<file path="config.mk">
export PLATFORM = sky130hd
export DESIGN_NAME = wav_chunk_header_parser
export DESIGN_NICKNAME = d
export VERILOG_FILES = /design/src/rtl/wcp_pkg.sv /design/src/rtl/wcp_front.sv /design/src/rtl/wcp_queue.sv /design/src/rtl/wcp_back.sv /design/src/rtl/wav_chunk_header_parser.sv
export SDC_FILE = /design/constraint.sdc
export NUM_CORES = 1
export LEC_CHECK = 0
export ABC_CLOCK_PERIOD_IN_PS = 19200
export BUFFER_PORTS_ARGS = -buffer_cell sky130_fd_sc_hd__buf_2
export CAP_MARGIN = 20
export CORE_MARGIN = 2
export CORE_UTILIZATION = 35
export DETAILED_ROUTE_END_ITERATION = 12
export HOLD_SLACK_MARGIN = 0.03
export PLACE_DENSITY = 0.56
export SKIP_LAST_GASP = 1
export SLEW_MARGIN = 20
export SYNTH_ARGS = -nofsm -noshare
export SYNTH_HDL_FRONTEND = slang
export SYNTH_HIERARCHICAL = 1
export SYNTH_SLANG_ARGS = --single-unit
</file>
<file path="constraint.sdc">
create_clock -name clk -period 19.2 [get_ports clk]
set_input_delay 3.84 -clock clk [delete_from_list [all_inputs] [get_ports clk]]
set_output_delay 3.84 -clock clk [all_outputs]
set_load 0.005 [all_outputs]
</file>
<file path="src/rtl/wcp_pkg.sv">
// ----------------------------------------------------------------------------
// wcp_pkg
// Types and constants shared by the RIFF/WAVE chunk header parser modules.
// ----------------------------------------------------------------------------
`default_nettype none

package wcp_pkg;

  // Leading body bytes extracted from the known chunk kinds
  localparam int unsigned FMT_BODY_BYTES  = 16;
  localparam int unsigned FACT_BODY_BYTES = 4;

  // Chunk labels as they assemble, first byte in the low bits
  localparam logic [31:0] LABEL_FMT  = 32'h2074_6D66;
  localparam logic [31:0] LABEL_FACT = 32'h7463_6166;
  localparam logic [31:0] LABEL_DATA = 32'h6174_6164;

  // Printable range for label bytes
  localparam logic [7:0] PRINT_LO = 8'h20;
  localparam logic [7:0] PRINT_HI = 8'h7A;

  // Port widths
  localparam int unsigned S_TDATA_W = 8;
  localparam int unsigned M_TDATA_W = 224;
  localparam int unsigned M_TUSER_W = 5;

  typedef enum logic [2:0] {
    ST_DONE       = 3'd0,
    ST_DATA       = 3'd1,
    ST_BAD_LABEL  = 3'd2,
    ST_BAD_LENGTH = 3'd3,
    ST_TRUNCATED  = 3'd4
  } status_t;

  typedef enum logic [1:0] {
    KIND_FMT     = 2'd0,
    KIND_FACT    = 2'd1,
    KIND_DATA    = 2'd2,
    KIND_UNKNOWN = 2'd3
  } kind_t;

  // One classified input byte as it travels from front to back
  typedef struct packed {
    logic       last;
    logic       printable;
    logic [7:0] data;
  } token_t;

  // One parser result
  typedef struct packed {
    status_t     status;
    kind_t       kind;
    logic [31:0] label;
    logic [31:0] length;
    logic [15:0] format_tag;
    logic [15:0] channel_count;
    logic [31:0] frame_rate;
    logic [31:0] data_rate;
    logic [15:0] block_align;
    logic [15:0] sample_bits;
    logic [31:0] sample_count;
  } result_t;

endpackage

`default_nettype wire

</file>
<file path="src/rtl/wcp_front.sv">
// ----------------------------------------------------------------------------
// wcp_front
// Input stage: registers each stream byte and tags it as printable or not.
// ----------------------------------------------------------------------------
`default_nettype none

module wcp_front (
  input  wire logic                            clk,
  input  wire logic                            rst,
  input  wire logic                            s_tvalid,
  output logic                                 s_tready,
  input  wire logic [wcp_pkg::S_TDATA_W-1:0]   s_tdata,
  input  wire logic                            s_tlast,
  output logic                                 tok_valid,
  input  wire logic                            tok_ready,
  output wcp_pkg::token_t                      tok
);
  import wcp_pkg::*;

  logic take;

  assign s_tready = !tok_valid || tok_ready;
  assign take     = s_tvalid && s_tready;

  always_ff @(posedge clk) begin
    if (rst) begin
      tok_valid <= 1'b0;
    end else if (s_tready) begin
      tok_valid <= s_tvalid;
    end
    if (take) begin
      tok.last      <= s_tlast;
      tok.data      <= s_tdata;
      tok.printable <= (s_tdata >= PRINT_LO) && (s_tdata <= PRINT_HI);
    end
  end

endmodule

`default_nettype wire

</file>
<file path="src/rtl/wcp_queue.sv">
// ----------------------------------------------------------------------------
// wcp_queue
// Short FIFO of classified bytes between the front and back stages.
// ----------------------------------------------------------------------------
`default_nettype none

module wcp_queue #(
  parameter int unsigned DEPTH = 2
) (
  input  wire logic             clk,
  input  wire logic             rst,
  input  wire logic             in_valid,
  output logic                  in_ready,
  input  wire wcp_pkg::token_t  in_tok,
  output logic                  out_valid,
  input  wire logic             out_ready,
  output wcp_pkg::token_t       out_tok
);
  import wcp_pkg::*;

  localparam int unsigned PTR_W = (DEPTH > 1) ? $clog2(DEPTH) : 1;
  localparam int unsigned CNT_W = $clog2(DEPTH + 1);

  token_t             slots [DEPTH];
  logic [PTR_W-1:0]   wr_ptr;
  logic [PTR_W-1:0]   rd_ptr;
  logic [CNT_W-1:0]   count;
  logic               push;
  logic               pop;

  assign in_ready  = count != CNT_W'(DEPTH);
  assign out_valid = count != '0;
  assign out_tok   = slots[rd_ptr];
  assign push      = in_valid && in_ready;
  assign pop       = out_valid && out_ready;

  always_ff @(posedge clk) begin
    if (rst) begin
      wr_ptr <= '0;
      rd_ptr <= '0;
      count  <= '0;
    end else begin
      if (push) begin
        wr_ptr <= (wr_ptr == PTR_W'(DEPTH - 1)) ? '0 : wr_ptr + 1'b1;
      end
      if (pop) begin
        rd_ptr <= (rd_ptr == PTR_W'(DEPTH - 1)) ? '0 : rd_ptr + 1'b1;
      end
      if (push && !pop) begin
        count <= count + 1'b1;
      end else if (pop && !push) begin
        count <= count - 1'b1;
      end
    end
    if (push) begin
      slots[wr_ptr] <= in_tok;
    end
  end

endmodule

`default_nettype wire

</file>
<file path="src/rtl/wcp_back.sv">
// ----------------------------------------------------------------------------
// wcp_back
// Chunk walker: assembles label, length and body bytes and issues results.
// ----------------------------------------------------------------------------
`default_nettype none

module wcp_back (
  input  wire logic             clk,
  input  wire logic             rst,
  input  wire logic             tok_valid,
  output logic                  tok_ready,
  input  wire wcp_pkg::token_t  tok,
  output logic                  res_valid,
  input  wire logic             res_ready,
  output wcp_pkg::result_t      res
);
  import wcp_pkg::*;

  typedef enum logic [1:0] {
    PH_LABEL,
    PH_LENGTH,
    PH_BODY,
    PH_SKIP
  } phase_t;

  phase_t      phase;
  logic [31:0] cnt;
  logic [31:0] label;
  logic [31:0] length;
  logic [63:0] body0;
  logic [63:0] body1;
  kind_t       kind;
  logic        label_bad;
  logic        halted;

  logic        take;
  logic [31:0] label_full;
  logic [31:0] length_full;
  logic [63:0] body0_full;
  logic [63:0] body1_full;
  kind_t       kind_new;
  kind_t       end_kind;
  logic [31:0] need;
  logic [3:0]  need_last;
  logic        length_bad;
  logic [31:0] cnt_dec;

  function automatic result_t make_res(status_t st, kind_t k, logic [31:0] lab,
                                       logic [31:0] len, logic [63:0] b0,
                                       logic [63:0] b1, logic fields);
    result_t r;
    r        = '0;
    r.status = st;
    r.kind   = k;
    r.label  = lab;
    r.length = len;
    if (fields && k == KIND_FMT) begin
      r.format_tag    = b0[15:0];
      r.channel_count = b0[31:16];
      r.frame_rate    = b0[63:32];
      r.data_rate     = b1[31:0];
      r.block_align   = b1[47:32];
      r.sample_bits   = b1[63:48];
    end
    if (fields && k == KIND_FACT) begin
      r.sample_count = b0[31:0];
    end
    return r;
  endfunction

  assign tok_ready = !res_valid || res_ready;
  assign take      = tok_valid && tok_ready;

  always_comb begin
    label_full                      = label;
    label_full[8*cnt[1:0] +: 8]     = tok.data;
    length_full                     = length;
    length_full[8*cnt[1:0] +: 8]    = tok.data;
    body0_full                      = body0;
    body1_full                      = body1;
    if (cnt[3]) begin
      body1_full[8*cnt[2:0] +: 8] = tok.data;
    end else begin
      body0_full[8*cnt[2:0] +: 8] = tok.data;
    end
    if (label_full == LABEL_FMT) begin
      kind_new = KIND_FMT;
    end else if (label_full == LABEL_FACT) begin
      kind_new = KIND_FACT;
    end else if (label_full == LABEL_DATA) begin
      kind_new = KIND_DATA;
    end else begin
      kind_new = KIND_UNKNOWN;
    end
    end_kind   = (phase == PH_LABEL) ? KIND_UNKNOWN : kind;
    need       = (kind == KIND_FMT) ? 32'(FMT_BODY_BYTES) : 32'(FACT_BODY_BYTES);
    need_last  = 4'(need - 32'd1);
    length_bad = length_full[31] || (length_full < need);
    cnt_dec    = (cnt == '0) ? '0 : cnt - 32'd1;
  end

  always_ff @(posedge clk) begin
    if (rst) begin
      phase     <= PH_LABEL;
      cnt       <= '0;
      label     <= '0;
      length    <= '0;
      label_bad <= 1'b0;
      halted    <= 1'b0;
      kind      <= KIND_UNKNOWN;
      res_valid <= 1'b0;
    end else begin
      if (res_ready) begin
        res_valid <= 1'b0;
      end
      if (take && !halted) begin
        if (tok.last) begin
          halted    <= 1'b1;
          res_valid <= 1'b1;
          res       <= make_res(ST_TRUNCATED, end_kind, label, length,
                                body0, body1, 1'b0);
        end else begin
          case (phase)
            PH_LABEL: begin
              label <= label_full;
              cnt   <= cnt + 32'd1;
              if (cnt[1:0] == 2'd3) begin
                if (label_bad || !tok.printable) begin
                  halted    <= 1'b1;
                  res_valid <= 1'b1;
                  res       <= make_res(ST_BAD_LABEL, KIND_UNKNOWN, label_full,
                                        length, body0, body1, 1'b0);
                end else begin
                  phase <= PH_LENGTH;
                  cnt   <= '0;
                  kind  <= kind_new;
                  body0 <= '0;
                  body1 <= '0;
                end
              end else begin
                label_bad <= label_bad || !tok.printable;
              end
            end
            PH_LENGTH: begin
              length <= length_full;
              cnt    <= cnt + 32'd1;
              if (cnt[1:0] == 2'd3) begin
                if (kind == KIND_DATA) begin
                  halted    <= 1'b1;
                  res_valid <= 1'b1;
                  res       <= make_res(ST_DATA, KIND_DATA, label, length_full,
                                        body0, body1, 1'b0);
                end else if (kind == KIND_UNKNOWN) begin
                  if (length_full == '0) begin
                    res_valid <= 1'b1;
                    res       <= make_res(ST_DONE, KIND_UNKNOWN, label, length_full,
                                          body0, body1, 1'b0);
                    phase     <= PH_LABEL;
                    cnt       <= '0;
                    label     <= '0;
                    length    <= '0;
                    label_bad <= 1'b0;
                  end else begin
                    phase <= PH_SKIP;
                    cnt   <= length_full;
                  end
                end else if (length_bad) begin
                  halted    <= 1'b1;
                  res_valid <= 1'b1;
                  res       <= make_res(ST_BAD_LENGTH, kind, label, length_full,
                                        body0, body1, 1'b0);
                end else begin
                  phase <= PH_BODY;
                  cnt   <= '0;
                end
              end
            end
            PH_BODY: begin
              body0 <= body0_full;
              body1 <= body1_full;
              cnt   <= cnt + 32'd1;
              if (cnt[3:0] == need_last) begin
                if (length > need) begin
                  phase <= PH_SKIP;
                  cnt   <= length - need;
                end else begin
                  res_valid <= 1'b1;
                  res       <= make_res(ST_DONE, kind, label, length,
                                        body0_full, body1_full, 1'b1);
                  phase     <= PH_LABEL;
                  cnt       <= '0;
                  label     <= '0;
                  length    <= '0;
                  label_bad <= 1'b0;
                end
              end
            end
            default: begin
              cnt <= cnt_dec;
              if (cnt_dec == '0) begin
                res_valid <= 1'b1;
                res       <= make_res(ST_DONE, kind, label, length,
                                      body0, body1, 1'b1);
                phase     <= PH_LABEL;
                label     <= '0;
                length    <= '0;
                label_bad <= 1'b0;
              end
            end
          endcase
        end
      end
    end
  end

endmodule

`default_nettype wire

</file>
<file path="src/rtl/wav_chunk_header_parser.sv">
// ----------------------------------------------------------------------------
// wav_chunk_header_parser
// Streams a WAV file one byte per transfer and reports its RIFF chunk headers.
// ----------------------------------------------------------------------------
// The block takes one file byte per transfer on the slave side (s_tlast high
// means the file ended and the transfer carries no byte) and walks the RIFF
// chunks: a four-byte printable label (each byte 0x20..0x7A) and a
// little-endian 32-bit length. A 'fmt ' chunk yields its first 16 body bytes as
// six fields, a 'fact' chunk its first four as a sample count; further body
// bytes and unknown chunks are skipped. One result transfer leaves on the master
// side per finished chunk. A 'data' header, a bad label, a bad length or an
// early end of file yields a final result and halts the block: from then on
// every input transfer is taken and dropped until rst. The block takes one byte
// per clock cycle while no result waits on the master side; m_tvalid rises
// once the byte that completes a result has passed the input register and the
// queue and the result register has loaded, and a two-entry queue between the
// byte classifier and the walker lets either side stall alone.
// ----------------------------------------------------------------------------
`default_nettype none

module wav_chunk_header_parser #(
  parameter int unsigned QUEUE_DEPTH = 2
) (
  input  wire logic                           clk,
  input  wire logic                           rst,
  // slave side
  input  wire logic                           s_tvalid,
  output logic                                s_tready,
  input  wire logic [wcp_pkg::S_TDATA_W-1:0]  s_tdata,   // [7:0] data_byte
  input  wire logic                           s_tlast,   // stream_end
  // master side
  output logic                                m_tvalid,
  input  wire logic                           m_tready,
  // [31:0] chunk_label, [63:32] chunk_length, [79:64] format_tag,
  // [95:80] channel_count, [127:96] frame_rate, [159:128] data_rate,
  // [175:160] block_align, [191:176] sample_bits, [223:192] sample_count
  output logic [wcp_pkg::M_TDATA_W-1:0]       m_tdata,
  output logic [wcp_pkg::M_TUSER_W-1:0]       m_tuser    // [2:0] status, [4:3] chunk_kind
);
  import wcp_pkg::*;

  logic    f_valid;
  logic    f_ready;
  token_t  f_tok;
  logic    q_valid;
  logic    q_ready;
  token_t  q_tok;
  result_t res;

  // Classify: register each byte and flag whether it is printable
  wcp_front u_front (
    .clk       (clk),
    .rst       (rst),
    .s_tvalid  (s_tvalid),
    .s_tready  (s_tready),
    .s_tdata   (s_tdata),
    .s_tlast   (s_tlast),
    .tok_valid (f_valid),
    .tok_ready (f_ready),
    .tok       (f_tok)
  );

  // Decouple: hold classified bytes while the walker waits on the master side
  wcp_queue #(
    .DEPTH (QUEUE_DEPTH)
  ) u_queue (
    .clk       (clk),
    .rst       (rst),
    .in_valid  (f_valid),
    .in_ready  (f_ready),
    .in_tok    (f_tok),
    .out_valid (q_valid),
    .out_ready (q_ready),
    .out_tok   (q_tok)
  );

  // Walk the chunks and hold each result until the master side takes it
  wcp_back u_back (
    .clk       (clk),
    .rst       (rst),
    .tok_valid (q_valid),
    .tok_ready (q_ready),
    .tok       (q_tok),
    .res_valid (m_tvalid),
    .res_ready (m_tready),
    .res       (res)
  );

  assign m_tuser = {res.kind, res.status};
  assign m_tdata = {res.sample_count, res.sample_bits, res.block_align,
                    res.data_rate, res.frame_rate, res.channel_count,
                    res.format_tag, res.length, res.label};

`ifndef SYNTHESIS
  // fmt body fields stay zero unless a fmt chunk finished cleanly
  a_fmt_fields_zero : assert property (@(posedge clk) disable iff (rst)
    m_tvalid && !(m_tuser[2:0] == ST_DONE && m_tuser[4:3] == KIND_FMT)
      |-> m_tdata[191:64] == '0)
    else $error("fmt fields set outside a finished fmt chunk");

  // sample count stays zero unless a fact chunk finished cleanly
  a_fact_field_zero : assert property (@(posedge clk) disable iff (rst)
    m_tvalid && !(m_tuser[2:0] == ST_DONE && m_tuser[4:3] == KIND_FACT)
      |-> m_tdata[223:192] == '0)
    else $error("sample count set outside a finished fact chunk");

  // a bad label is reported as an unknown chunk with no length
  a_bad_label_shape : assert property (@(posedge clk) disable iff (rst)
    m_tvalid && m_tuser[2:0] == ST_BAD_LABEL
      |-> m_tuser[4:3] == KIND_UNKNOWN && m_tdata[63:32] == '0)
    else $error("bad label result carries a kind or a length");

  // a data header result always names the data kind
  a_data_kind : assert property (@(posedge clk) disable iff (rst)
    m_tvalid && m_tuser[2:0] == ST_DATA |-> m_tuser[4:3] == KIND_DATA)
    else $error("data header result with wrong kind");
`endif

endmodule

`default_nettype wire
</file>
=== Yosys cells after proc, flatten, opt, wreduce, memory -nomap -nowiden ===
Memory sizes are Yosys's and may differ from the RTL's. A register that Yosys moved wholly into a read port is not among the register bits.
Index checks and enable logic that the tools add are counted.

* ROM bits: 0
* Word-level logic and storage cells: 223
* Memories: 1
* Bits in latches: 0
* Output and inout bits: 231
* Bits of input ports: 13
* RAM bits: 20
* Flip-flop bits (word level): 475

* Equality and inequality tests: 30
* Shift operators: 4
* Bitwise logic cells: 4
* Magnitude comparators: 4
* Mux-type cells: 104
* Reduce and logical (&&, ||, !) cells: 38
* Div/mod/pow operators: 0
* $mul: 0
* Add/subtract/negate cells: 10

{| class="wikitable"
|+ Memories
! memory !! depth !! width !! read ports !! clocked after Yosys merged registers in !! wr ports !! RTL line !! text
|-
| u_queue.slots || 2 || 10 || 1 || 1 || 1 || wcp_queue.sv:24 || <nowiki>token_t slots [DEPTH];</nowiki>
|}

{| class="wikitable"
|+ Operators with widths
! kind !! count
|-
| $mux W229 || 10
|-
| $mux W32 || 22
|-
| $pmux W229 S3 || 1
|-
| $pmux W32 S3 || 3
|-
| $mux W128 || 2
|-
| $mux W64 || 4
|-
| $pmux W64 S2 || 2
|-
| $mux W226 || 1
|-
| $bwmux W64 || 2
|-
| $logic_not A32 Y1 || 3
|-
| $bwmux W32 || 2
|-
| $eq A32 B31 Y1 const B || 2
|-
| $shift A8 B34 Y64 const A || 1
|-
| $shiftx A8 B34 Y64 || 1
|-
| $mux W1 || 35
|-
| $neg A5 Y34 || 1
|-
| $neg A6 Y34 || 1
|-
| $shift A8 B34 Y32 const A || 1
|-
| $shiftx A8 B34 Y32 || 1
|-
| $add A32 B1 Y32 const B || 1
|-
| $eq A32 B30 Y1 const B || 1
|-
| $gt A32 B5 Y1 || 1
|-
| $lt A32 B5 Y1 || 1
|-
| $sub A32 B1 Y32 const B || 1
|-
| other kinds (38) || 94
|}

=== Logic depth before layout (Yosys ltp) ===
Gate-level depths: netlist of the first run.

* Depth in word-level cells: 12
* Depth in mapped cells: 17
* Depth with buffers taken out: 12

=== By module ===
The synthesis of the first run kept the hierarchy.

{| class="wikitable"
|+ Modules (own cells, without submodules)
! module !! times used !! area each (um2) !! cells an instance !! seq. area each (um2)
|-
| wcp_back || 1 || 24768.8 || 2471 || 12782.3
|-
| wcp_queue || 1 || 940.9 || 55 || 700.7
|-
| wcp_front || 1 || 375.4 || 19 || 320.3
|}

=== Least setup slack after synthesis of the first run ===
OpenSTA, ideal clock, no wires.

* Path type: input port to flip-flop
* Start: input m_tready
* End: register u_back.body0[0], enable pin
* Setup slack: 5.231 ns
* Required time: 18.428 ns
* Data arrival time: 13.198 ns
* Stages on the path: 5
* Library setup time: 0.772 ns
* Buffers on the path: 0
* Cell sequence: nand2b_1 -> nand3b_1 -> nor2_1 -> nand2_1 -> nor3_1

* Word-level cells in the longest chain between the ends: 4

{| class="wikitable"
|+ Ends and longest elaborated chain
! what !! RTL line !! text
|-
| start: declaration || wav_chunk_header_parser.sv:33 || <nowiki>input wire logic m_tready,</nowiki>
|-
| $logic_or A1 B1 Y1 || wcp_back.sv:71 || <nowiki>assign tok_ready = !res_valid || res_ready;</nowiki>
|-
| $logic_and A1 B1 Y1 || wcp_back.sv:72 || <nowiki>assign take = tok_valid && tok_ready;</nowiki>
|-
| $logic_and A1 B1 Y1 || wcp_back.sv:116 || <nowiki>if (take && !halted) begin</nowiki>
|-
| $reduce_and A6 Y1 (no source line) || n/a ||
|-
| end signal: assignment || wcp_back.sv:179 || <nowiki>body0 <= body0_full;</nowiki>
|-
| end: declaration || wcp_back.sv:30 || <nowiki>logic [63:0] body0;</nowiki>
|}

No other way between the ends.
A chain may end at the register's enable or synchronous reset.

=== Worst setup path in the final report of the first run ===
* Start: input m_tready
* End: register u_back.body1[48], enable pin

* Word-level cells in the longest chain between the ends: 4

{| class="wikitable"
|+ Ends and longest elaborated chain
! what !! RTL line !! text
|-
| $logic_or A1 B1 Y1 || wcp_back.sv:71 ||
|-
| net q_ready || wav_chunk_header_parser.sv:46 || <nowiki>logic q_ready;</nowiki>
|-
| $logic_and A1 B1 Y1 || wcp_back.sv:72 ||
|-
| $logic_and A1 B1 Y1 || wcp_back.sv:116 ||
|-
| $reduce_and A6 Y1 (no source line) || n/a ||
|-
| end signal: assignment || wcp_back.sv:180 || <nowiki>body1 <= body1_full;</nowiki>
|-
| end: declaration || wcp_back.sv:31 || <nowiki>logic [63:0] body1;</nowiki>
|}

The timed path passes the listed nets, and every way through them passes these cells.

==> run metrics, run 1 <==
Detailed Place HPWL=58940 µm; Post-synth ARST share=0%; most frequent cells in the layout=edfxtp_1 (387), nand2_1 (246), buf_2 (243); sequential fraction of the synthesis area=52.92%; Worst setup EP type=flop; Max-cap violations=0; Root Driver=clkbuf_16; status=completed; total number of vias=21.12k; Synth Area per Inst=10.25 µm²; Antenna diodes=0; Post-synth top flop=edfxtp_1; Num Clock Sinks=496; most common cell after layout, fill and taps aside=edfxtp_1; HP Class=flop to flop; post-synth top area share=44.55%; DR WL/cell=23.61 µm; top cells by area, synth=edfxtp_1 (45%), dfxtp_1 (8.4%), mux2i_1 (6.9%), nand2_1 (3.5%), o21ai_0 (3.1%); Pre-antenna DRT Iters=6; vias per cell=5.703; critical path arrival=6980 ps; minimum clock period after layout=6718 ps; initial antenna violation count=1; largest net degree at the start of global routing=137; worst-skew pair later-pin latency=660 ps; Hold Path Origin=u_front/tok[3]; final hold slack=413.4 ps; total track usage=21.89%; IO Count=244; Total Wirelength=87430 µm; first-pass GRT wire length=129600 µm; Post CTS Setup Buffer Count=0; clock-pin slew on the worst setup and hold paths=60 ps; share of post-route cells with drive strength above 1=16.35%; Fmax achieved=0.1489 GHz; Slew Viols, Final=0; antenna-violating nets left=0; Synth Instances=2545; port bufs=243; row cnt=100; post-synth top area cell=edfxtp_1; die area=76730 µm²; Worst Path Max Fanout=66; power density over the cells=117.6 nW/µm²; post-synth cell types=94; Final Setup Violations=0; Congestion Overflow GR=0; crit path launch type=input pin; Residual DRC=0; Worst Skew=58.51 ps; Clock Path Buffers=3; Pleak=11.19 nW; GPL Wtd Cong=0.9098; synth warn=6; relative slew slack=29.92%; WS Path Type=input pin to flop; Final period util=34.99%; Tightest Pin Transition=1051 ps; Die Height=277 µm; area grow syn2layout=15.36%; Layout Utilization=40.63%; TritonCTS clock tree=yes; DP Worst Slack=11880 ps; vias in the first global route=20.07k; DIE WIDTH=277 µm; Fin. Hold Viols=0; EDFF count, synth=387; initial core utilization=35.22%; hold_buf cts=0; number of CTS-inserted buffers=57; Crit path required time=19460 ps; CTS H-tree lvls=2; RSZ-0062 raised after global routing=false; Reg-to-Reg Start=u_back/cnt[1]; synthesis-stage register bit count=496; Mapped Nets=2573; Worst Setup SP=m_tready; DRT iter0 DRCs=2322; Resize count post-CTS=0; setup TNS=0 ps; Nets=2713; core footprint=74070 µm²; synthesized area=26090 µm²; setup ws final=12480 ps; VDD IR-drop max=78.31 µV
## cells in the mapped netlist, drive strengths merged, types with 41 or more instances
master / number
edfxtp: 387
nand2: 247
nor2: 215
o21ai: 189
mux2i: 181
clkbuf: 155
a21oi: 129
nor2b: 129
dfxtp: 109
nand3: 69
buf: 52
and2: 50
nor3: 49
xnor2: 41
## metal layers
layer | vias to the layer above | track usage, % | wire, µm
li1 | 9648 | - | -
met1 | 10400 | 30.35 | 38110
met2 | 914 | 34.76 | 40310
met3 | 153 | 4.058 | 6593
met4 | 0 | 6.577 | 2407
met5 | - | 0 | 0
## final timing paths
| kind | slack, ps | end | cells after the start |
|---|---|---|---|
| hold reg to reg | 410 | u_queue/slots[1][3] | 0 |
| setup reg to reg | 12720 | u_back/res[33] | 12 |
| setup / recovery | 12480 | u_back/body1[48] | 9 |
| hold / removal | 410 | u_queue/slots[1][3] | 0 |
## kinds of logic after synthesis
kind of cell,Yosys count,synth area share (%)
AO/OA/AOI/OAI,552,13.49
multiplexers,203,7.895
buffers and inverters,250,3.818
AND/OR/NAND/NOR,966,19.04
adder cells (fa/ha/maj),15,0.7195
XOR/XNOR,63,2.115
flip-flops,496,52.92
## power by group
part           switching, W  leakage [nW]  internal [W]
Clock              0.000481         0.939      0.000664
Combinational      0.000710          6.03      0.000297
Sequential        0.0000672          4.21       0.00132
## final cells by class
cell class	instances	area [µm²]
clock inverter	42	505.5
multi-input combinational	1799	11360
fill	7143	43980
tap	969	1212
timing repair buffer	288	1578
inverter	43	166.4
clock buffer	66	1470
sequential	496	13800
## state kept, by name, indices dropped and copies added, names as in the netlist, 2 cells and up, named ones only
name           cells
u_back/phase       2
u_back/kind        2
u_back/res       229
u_back/cnt        32
u_back/body0      64
u_front/tok       10
u_back/length     32
u_back/body1      64
u_queue/count      2
u_back/label      32
u_queue/slots     20
## stage by stage
stage / cell area, µm² / cells / power [W]
finish: 30090 / 3703 / 0.003540
global route: 30090 / 3703 / 0.003684
CTS: 30050 / 3702 / 0.003546
detailed placement: 28080 / 3594 / 0.002394
global placement: 28070 / 3594 / 0.002385
floorplan: 26090 / 2545 / 0.001997
## critical path: stages
cell	delay, ps
buf_2	80
nand2b_1	240
nand3b_1	150
nor2_1	110
buf_4	360
nand2_1	320
nor3_2	220
buf_4	720
buf_4	850
Power figures use the tool's default switching activity.
==> run 2, diff against run 1 <==
ABC_AREA = 1   (was default)
ABC_CLOCK_PERIOD_IN_PS = 6600   (was 19200)
clock period = 6.6 ns   (was 19.2 ns; I/O delays follow)
==> run metrics, run 2 <==
worst-skew pair later-pin latency=620 ps (-40 ps); Resize count post-CTS=0 (unchanged); synth warn=6 (unchanged); Num Clock Sinks=496 (unchanged); setup ws final=1615 ps (-10870 ps); Power Internal=0.006620 W (+190%); Layout Utilization=40.78% (+0.16 points); relative slew slack=28.39% (-1.5 points); antenna-violating nets left=0 (unchanged); DP Worst Slack=1738 ps (-10140 ps); VDD IR-drop max=203.3 µV (+160%); hold_buf cts=0 (unchanged); Hold Crit Depth=0 (unchanged); FF-to-FF setup slack=1610 ps (-11110 ps); row cnt=101 (+1.0%); Final Setup Violations=0 (unchanged); Detailed Place HPWL=66060 µm (+12%); Nets=3578 (+32%); top cells by area, synth=edfxtp_1 (43%), nand2_1 (9.9%), nor2_1 (8.9%), dfxtp_1 (8.1%), inv_1 (4.8%); total track usage=23.02% (+1.1 points); sequential fraction of the synthesis area=51.09% (-1.8 points); Clock Power Share=31.0% (-1.3 points); Mapped Nets=3429 (+33%); Worst Path Max Fanout=24 (-64%); RSZ-0062 raised after global routing=false; DRT iter0 DRCs=2783 (+20%); Worst Skew=18.98 ps (-39.53 ps); Post CTS Setup Buffer Count=0 (unchanged); synthesis-stage register bit count=496 (unchanged); status=completed; most common library cells after synthesis=nand2_1 (714), nor2_1 (638), edfxtp_1 (387); worst-case reg-to-reg path depth=14 (+2); Reg-to-Reg Start=u_back/cnt[0]; area grow syn2layout=15.03%; IO Count=244 (unchanged); largest net degree at the start of global routing=84 (-39%); critical-path cell list=buf_4 -> inv_2 -> ha_1 -> inv_2 -> nand2_1 -> nand2_1 -> inv_1 -> nand2_1 -> nor2_1 -> o21ai_0 -> o211ai_1 -> nor2_1 -> a21oi_1 -> nor2_1; GPL Wtd Cong=0.9556 (+5.0%); top-count cell post-synth=nand2_1; Sw Share=36.71% (+1.2 points); crit path capture=u_back/res[134]; Congestion Overflow GR=0 (unchanged); post-synth cell types=47 (-50%); WS Path Type=flop to flop; minimum clock period after layout=4985 ps; Max stage delay on crit path=790 ps (-60 ps); synthesized area=27020 µm² (+3.6%); Fmax achieved=0.2006 GHz; Tightest Pin Transition=1068 ps (+17.10 ps); crit path max-delay cell type=nor2_1; most common cell after layout, fill and taps aside=nand2_1; CTS H-tree lvls=2 (unchanged); clock-pin slew on the worst setup and hold paths=70 ps (about the same); DR WL/cell=20.17 µm (-15%); Logic pwr share=31.3% (+2.9 points); Worst Setup SP=u_back/cnt[0]; Synth Instances=3401 (+34%); Root Driver=clkbuf_16; critical path arrival=5330 ps (-1650 ps); Pleak=13.25 nW (+18%); die area=79430 µm² (+3.5%); HP Class=flop to flop; number of CTS-inserted buffers=55 (-3.5%); TritonCTS clock tree=yes; post-synth top area share=43.02% (-1.5 points); Max-cap violations=0 (unchanged); Seq pwr share=37.7% (-1.5 points); Die Height=281.8 µm (+1.7%); biggest regs=u_back/res: 229 flops, u_back/body0: 64 flops, u_back/body1: 64 flops; r2r endpoint=u_back/res[134]; Synth Area per Inst=7.944 µm² (-22%); total number of vias=23.89k (+13%); Worst setup EP type=flop; Total Wirelength=93330 µm (+6.7%); core footprint=76200 µm² (+2.9%); share of post-route cells with drive strength above 1=12.43% (-3.9 points); register bank with the most flops=u_back/res; DIE WIDTH=281.8 µm (+1.7%); most frequent cells in the layout=nand2_1 (713), nor2_1 (636), edfxtp_1 (387); Final period util=75.54%; post-synth top area cell=edfxtp_1; Net Switching=0.003839 W (+210%); Fin. Hold Viols=0 (unchanged); Clock Path Buffers=3 (unchanged); Pre-antenna DRT Iters=6 (unchanged); Crit path required time=6940 ps (-12520 ps); max FFs per register=229 (unchanged); EDFF count, synth=387 (unchanged); initial core utilization=35.45% (+0.24 points); Slew Viols, Final=0 (unchanged); vias per cell=5.164 (-9.4%); initial antenna violation count=2 (+1); first-pass GRT wire length=139500 µm (+7.6%); vias in the first global route=22.44k (+12%); power density over the cells=336.5 nW/µm² (+190%); crit path launch type=flop; Post-synth ARST share=0% (unchanged); Post-synth top flop=edfxtp_1; Residual DRC=0 (unchanged); port bufs=243 (unchanged)
==> run 2: how the worst min path moves through the flow <==
stage,from,to,slack [ps]
2_1_floorplan,u_front/tok[0],u_queue/slots[0][0],420
3_3_place_gp,u_front/tok[3],u_queue/slots[0][3],430
3_5_place_dp,u_front/tok[9],u_queue/slots[0][9],430
4_1_cts,u_front/tok[4],u_queue/slots[0][4],450
5_1_grt,u_front/tok[0],u_queue/slots[1][0],480
6_report,u_front/tok[9],u_queue/slots[0][9],450
==> run 2: final cells by class <==
type,instances,area (µm²)
diodes,1,2.502
clock buffers,62,1424
clock inverters,41,481.7
fillers,7751,45120
inverters,358,1351
multi-input cells,2351,11110
flip-flops and latches,496,13800
well taps,1030,1289
repair buffers,288,1617
==> run 2: routing by layer <==
metal  GRT usage [%]  routed length (µm)  vias up
met5               0                   0        -
met1           33.93               42440    11220
met4           6.929                2701        0
met2           34.45               40900      982
li1                -                   -    11560
met3           3.737                7284      132
==> run 2: critical path: cells and delay by family (launching register included) <==
kind                       cells  cell delay [ps]
adders and majority gates      1              560
buffers and inverters          4             1100
AOI/OAI and AO/OA              3             1070
and+or+nand+nor                6             1670
DFF                            1              300
==> run 2: through the flow <==
stage                     hold WS, ps  power [W]  std cells  TNS (ps)  cell area (µm²)
after floorplan                 421.5   0.006046       3401    -19410            27070
after detailed placement        431.9   0.007224       4523         0            29170
after CTS                       449.8    0.01051       4626         0            31070
after global placement          425.2   0.007242       4523         0            29170
after global routing            476.3    0.01102       4626         0            31070
final                           447.5    0.01046       4627         0            31080
==> run 2: cells by family after synthesis <==
kind of cell | after synthesis | synth area share, %
fa+ha+maj | 15 | 0.6947
buf+inv | 554 | 8.077
simple gates | 1668 | 25.55
xor+xnor | 41 | 1.329
compound gates | 617 | 12.70
flops | 496 | 51.09
mux | 10 | 0.5557
==> run 2: power by group through the flow <==
| stage | registers [W] | clock network [W] | logic, W |
|---|---|---|---|
| 3_5_place_dp | 0.00401 | 0 | 0.00321 |
| 5_1_grt | 0.00398 | 0.00344 | 0.00360 |
| 6_report | 0.00394 | 0.00325 | 0.00327 |
| 4_1_cts | 0.00395 | 0.00333 | 0.00323 |
| 3_3_place_gp | 0.00402 | 0 | 0.00322 |
| 2_1_floorplan | 0.00402 | 0 | 0.00203 |
==> run 3, diff against run 2 <==
ABC_CLOCK_PERIOD_IN_PS = 4300   (was 6600)
PLACE_DENSITY = 0.58   (was 0.56)
clock period = 4.3 ns   (was 6.6 ns; I/O delays follow)
==> run metrics, run 3 (same netlist as run 2, synthesis figures left out) <==
relative slew slack=28.70% (+0.31 points); Final Setup Violations=0 (unchanged); Die Height=281.8 µm (unchanged); Max stage delay on crit path=390 ps (-400 ps); CTS H-tree lvls=2 (unchanged); DR WL/cell=19.60 µm (-2.8%); setup ws final=330.8 ps (-1284 ps); Max-cap violations=0 (unchanged); Sw Share=36.36% (-0.34 points); Residual DRC=0 (unchanged); largest net degree at the start of global routing=203 (+140%); initial antenna violation count=0 (-2); Total Wirelength=91560 µm (-1.9%); DRT iter0 DRCs=2616 (-6.0%); register bank with the most flops=u_back/res; Pleak=13.51 nW (+2.0%); WS Path Type=flop to flop; Fmax achieved=0.2519 GHz (+26%); status=completed; share of post-route cells with drive strength above 1=13.76% (+1.3 points); DIE WIDTH=281.8 µm (unchanged); most frequent cells in the layout=nand2_1 (712), nor2_1 (635), edfxtp_1 (387); max FFs per register=229 (unchanged); DP Worst Slack=181.8 ps (-1556 ps); HP Class=input pin to flop; Seq pwr share=36.8% (-0.9 points); clock-pin slew on the worst setup and hold paths=70 ps (about the same); vias in the first global route=22.24k (-0.90%); TritonCTS clock tree=yes; area grow syn2layout=16.89%; Post CTS Setup Buffer Count=0 (unchanged); number of CTS-inserted buffers=57 (+3.6%); Antenna diodes=0 (-1); Detailed Place HPWL=65250 µm (-1.2%); IO Count=244 (unchanged); DP Area=29530 µm² (+1.3%); first-pass GRT wire length=137800 µm (-1.2%); row cnt=101 (unchanged); Worst Skew=43.36 ps (+24.37 ps); Tightest Pin Transition=1070 ps (+1.185 ps); total number of vias=24.21k (+1.3%); Fin. Hold Viols=0 (unchanged); most common cell after layout, fill and taps aside=nand2_1; initial core utilization=35.45% (unchanged); power density over the cells=519.4 nW/µm² (+54%); Worst Path Max Fanout=20 (-17%); antenna-violating nets left=0 (unchanged); Nets=3621 (+1.2%); minimum clock period after layout=3969 ps (-1016 ps); biggest regs=u_back/res: 229 flops, u_back/body0: 64 flops, u_back/body1: 64 flops; vias per cell=5.184 (+0.39%); Congestion Overflow GR=0 (unchanged); die area=79430 µm² (unchanged); RSZ-0062 raised after global routing=false; VDD IR-drop max=414.2 µV (+100%); Net Switching=0.005964 W (+55%); critical-path cell list=inv_1 -> nand2_2 -> ha_1 -> ha_1 -> o21ai_1 -> nor2_1 -> buf_4 -> nand2_1 -> a21oi_2 -> nand2_1 -> nand2_1 -> inv_1 -> a21oi_1 -> o2111ai_1 -> clkinvlp_4 -> buf_12 -> buf_4; total track usage=22.57% (-0.44 points); core footprint=76200 µm² (unchanged); crit path max-delay cell type=dfxtp_1; Final period util=92.31% (+17 points); worst-skew pair later-pin latency=640 ps (+20 ps); Num Clock Sinks=496 (unchanged); Logic pwr share=31.1% (-0.2 points); Pre-antenna DRT Iters=6 (unchanged); Clock Power Share=32.1% (+1.1 points); Final Instance Area=31580 µm² (+1.6%); crit path launch type=flop; Root Driver=clkbuf_16; Crit path required time=4620 ps (-2320 ps); port bufs=243 (unchanged); critical path arrival=4290 ps (-1040 ps); Power Internal=0.01044 W (+58%); GPL Wtd Cong=0.9533 (-0.24%); Slew Viols, Final=0 (unchanged); Worst setup EP type=flop; cell mode on critical path=nand2_1; Clock Path Buffers=3 (unchanged)
## run 3: cell count changes in the layout (fill, tap and decap cells not counted), moves of 2 or more
cell | previous run | this run
buf_4 | 40 | 75
clkinv_1 | 15 | 9
inv_6 | 1 | 4
clkinv_2 | 10 | 8
clkinvlp_4 | 4 | 12
clkbuf_16 | 56 | 58
buf_12 | 5 | 10
clkinv_4 | 5 | 3
## run 3: critical path: cells and delay by family, from the launching register on
kind / cells / cell delay, ps
fa+ha+maj: 2 / 420
buf+inv: 6 / 1140
compound gates: 4 / 810
flops: 1 / 390
simple gates: 5 / 840
## run 3: power by group through the flow
stage	clock network, W	logic, W	registers [W]
finish	0.00526	0.00511	0.00604
global route	0.00556	0.00562	0.00609
CTS	0.00537	0.00504	0.00605
detailed placement	0	0.00501	0.00614
global placement	0	0.00501	0.00615
floorplan	0	0.00312	0.00617
## run 3: metrics by stage
stage | setup TNS (ps) | util (%) | power [W] | hold WS [ps] | cells
after detailed placement | 0 | 38.76 | 0.01115 | 432.1 | 4563
after global routing | 0 | 41.44 | 0.01728 | 396.2 | 4671
after floorplan | -695640 | - | 0.009283 | 421.5 | 3401
final | 0 | 41.44 | 0.01640 | 404.1 | 4671
after CTS | 0 | 41.42 | 0.01645 | 374.1 | 4670
after global placement | 0 | 38.76 | 0.01116 | 426.9 | 4563
## run 3: repair_timing
item | in CTS | in global routing
endpoints found under the setup margin | 0 | 98
gates resized for setup | 0 | 2
hold buffers | 0 | 0
## run 3: final timing paths
kind	start	endpoint	slack, ps	cells after the start
worst max-delay path	u_back/kind[1]	u_back/res[40]	330	17
worst min register to register	u_front/tok[9]	u_queue/slots[0][9]	440	0
worst min-delay path	s_tlast	u_front/tok[9]	400	1
worst max register to register	u_back/kind[1]	u_back/res[40]	330	17
## run 3: layout make-up
cell class / instances / area (µm²)
clock buffers: 64 / 1474
flip-flops and latches: 496 / 13800
inverters: 358 / 1351
well taps: 1030 / 1289
repair buffers: 329 / 1991
clock inverters: 43 / 551.8
multi-input cells: 2351 / 11120
fillers: 7787 / 44620
## run 3: metal layers
layer | vias up | GRT usage [%] | share of wire, %
li1 | 11640 | - | -
met1 | 11410 | 33.86 | 46
met2 | 1022 | 33.45 | 43
met3 | 138 | 3.174 | 8.1
met4 | 0 | 6.847 | 2.9
met5 | - | 0 | 0
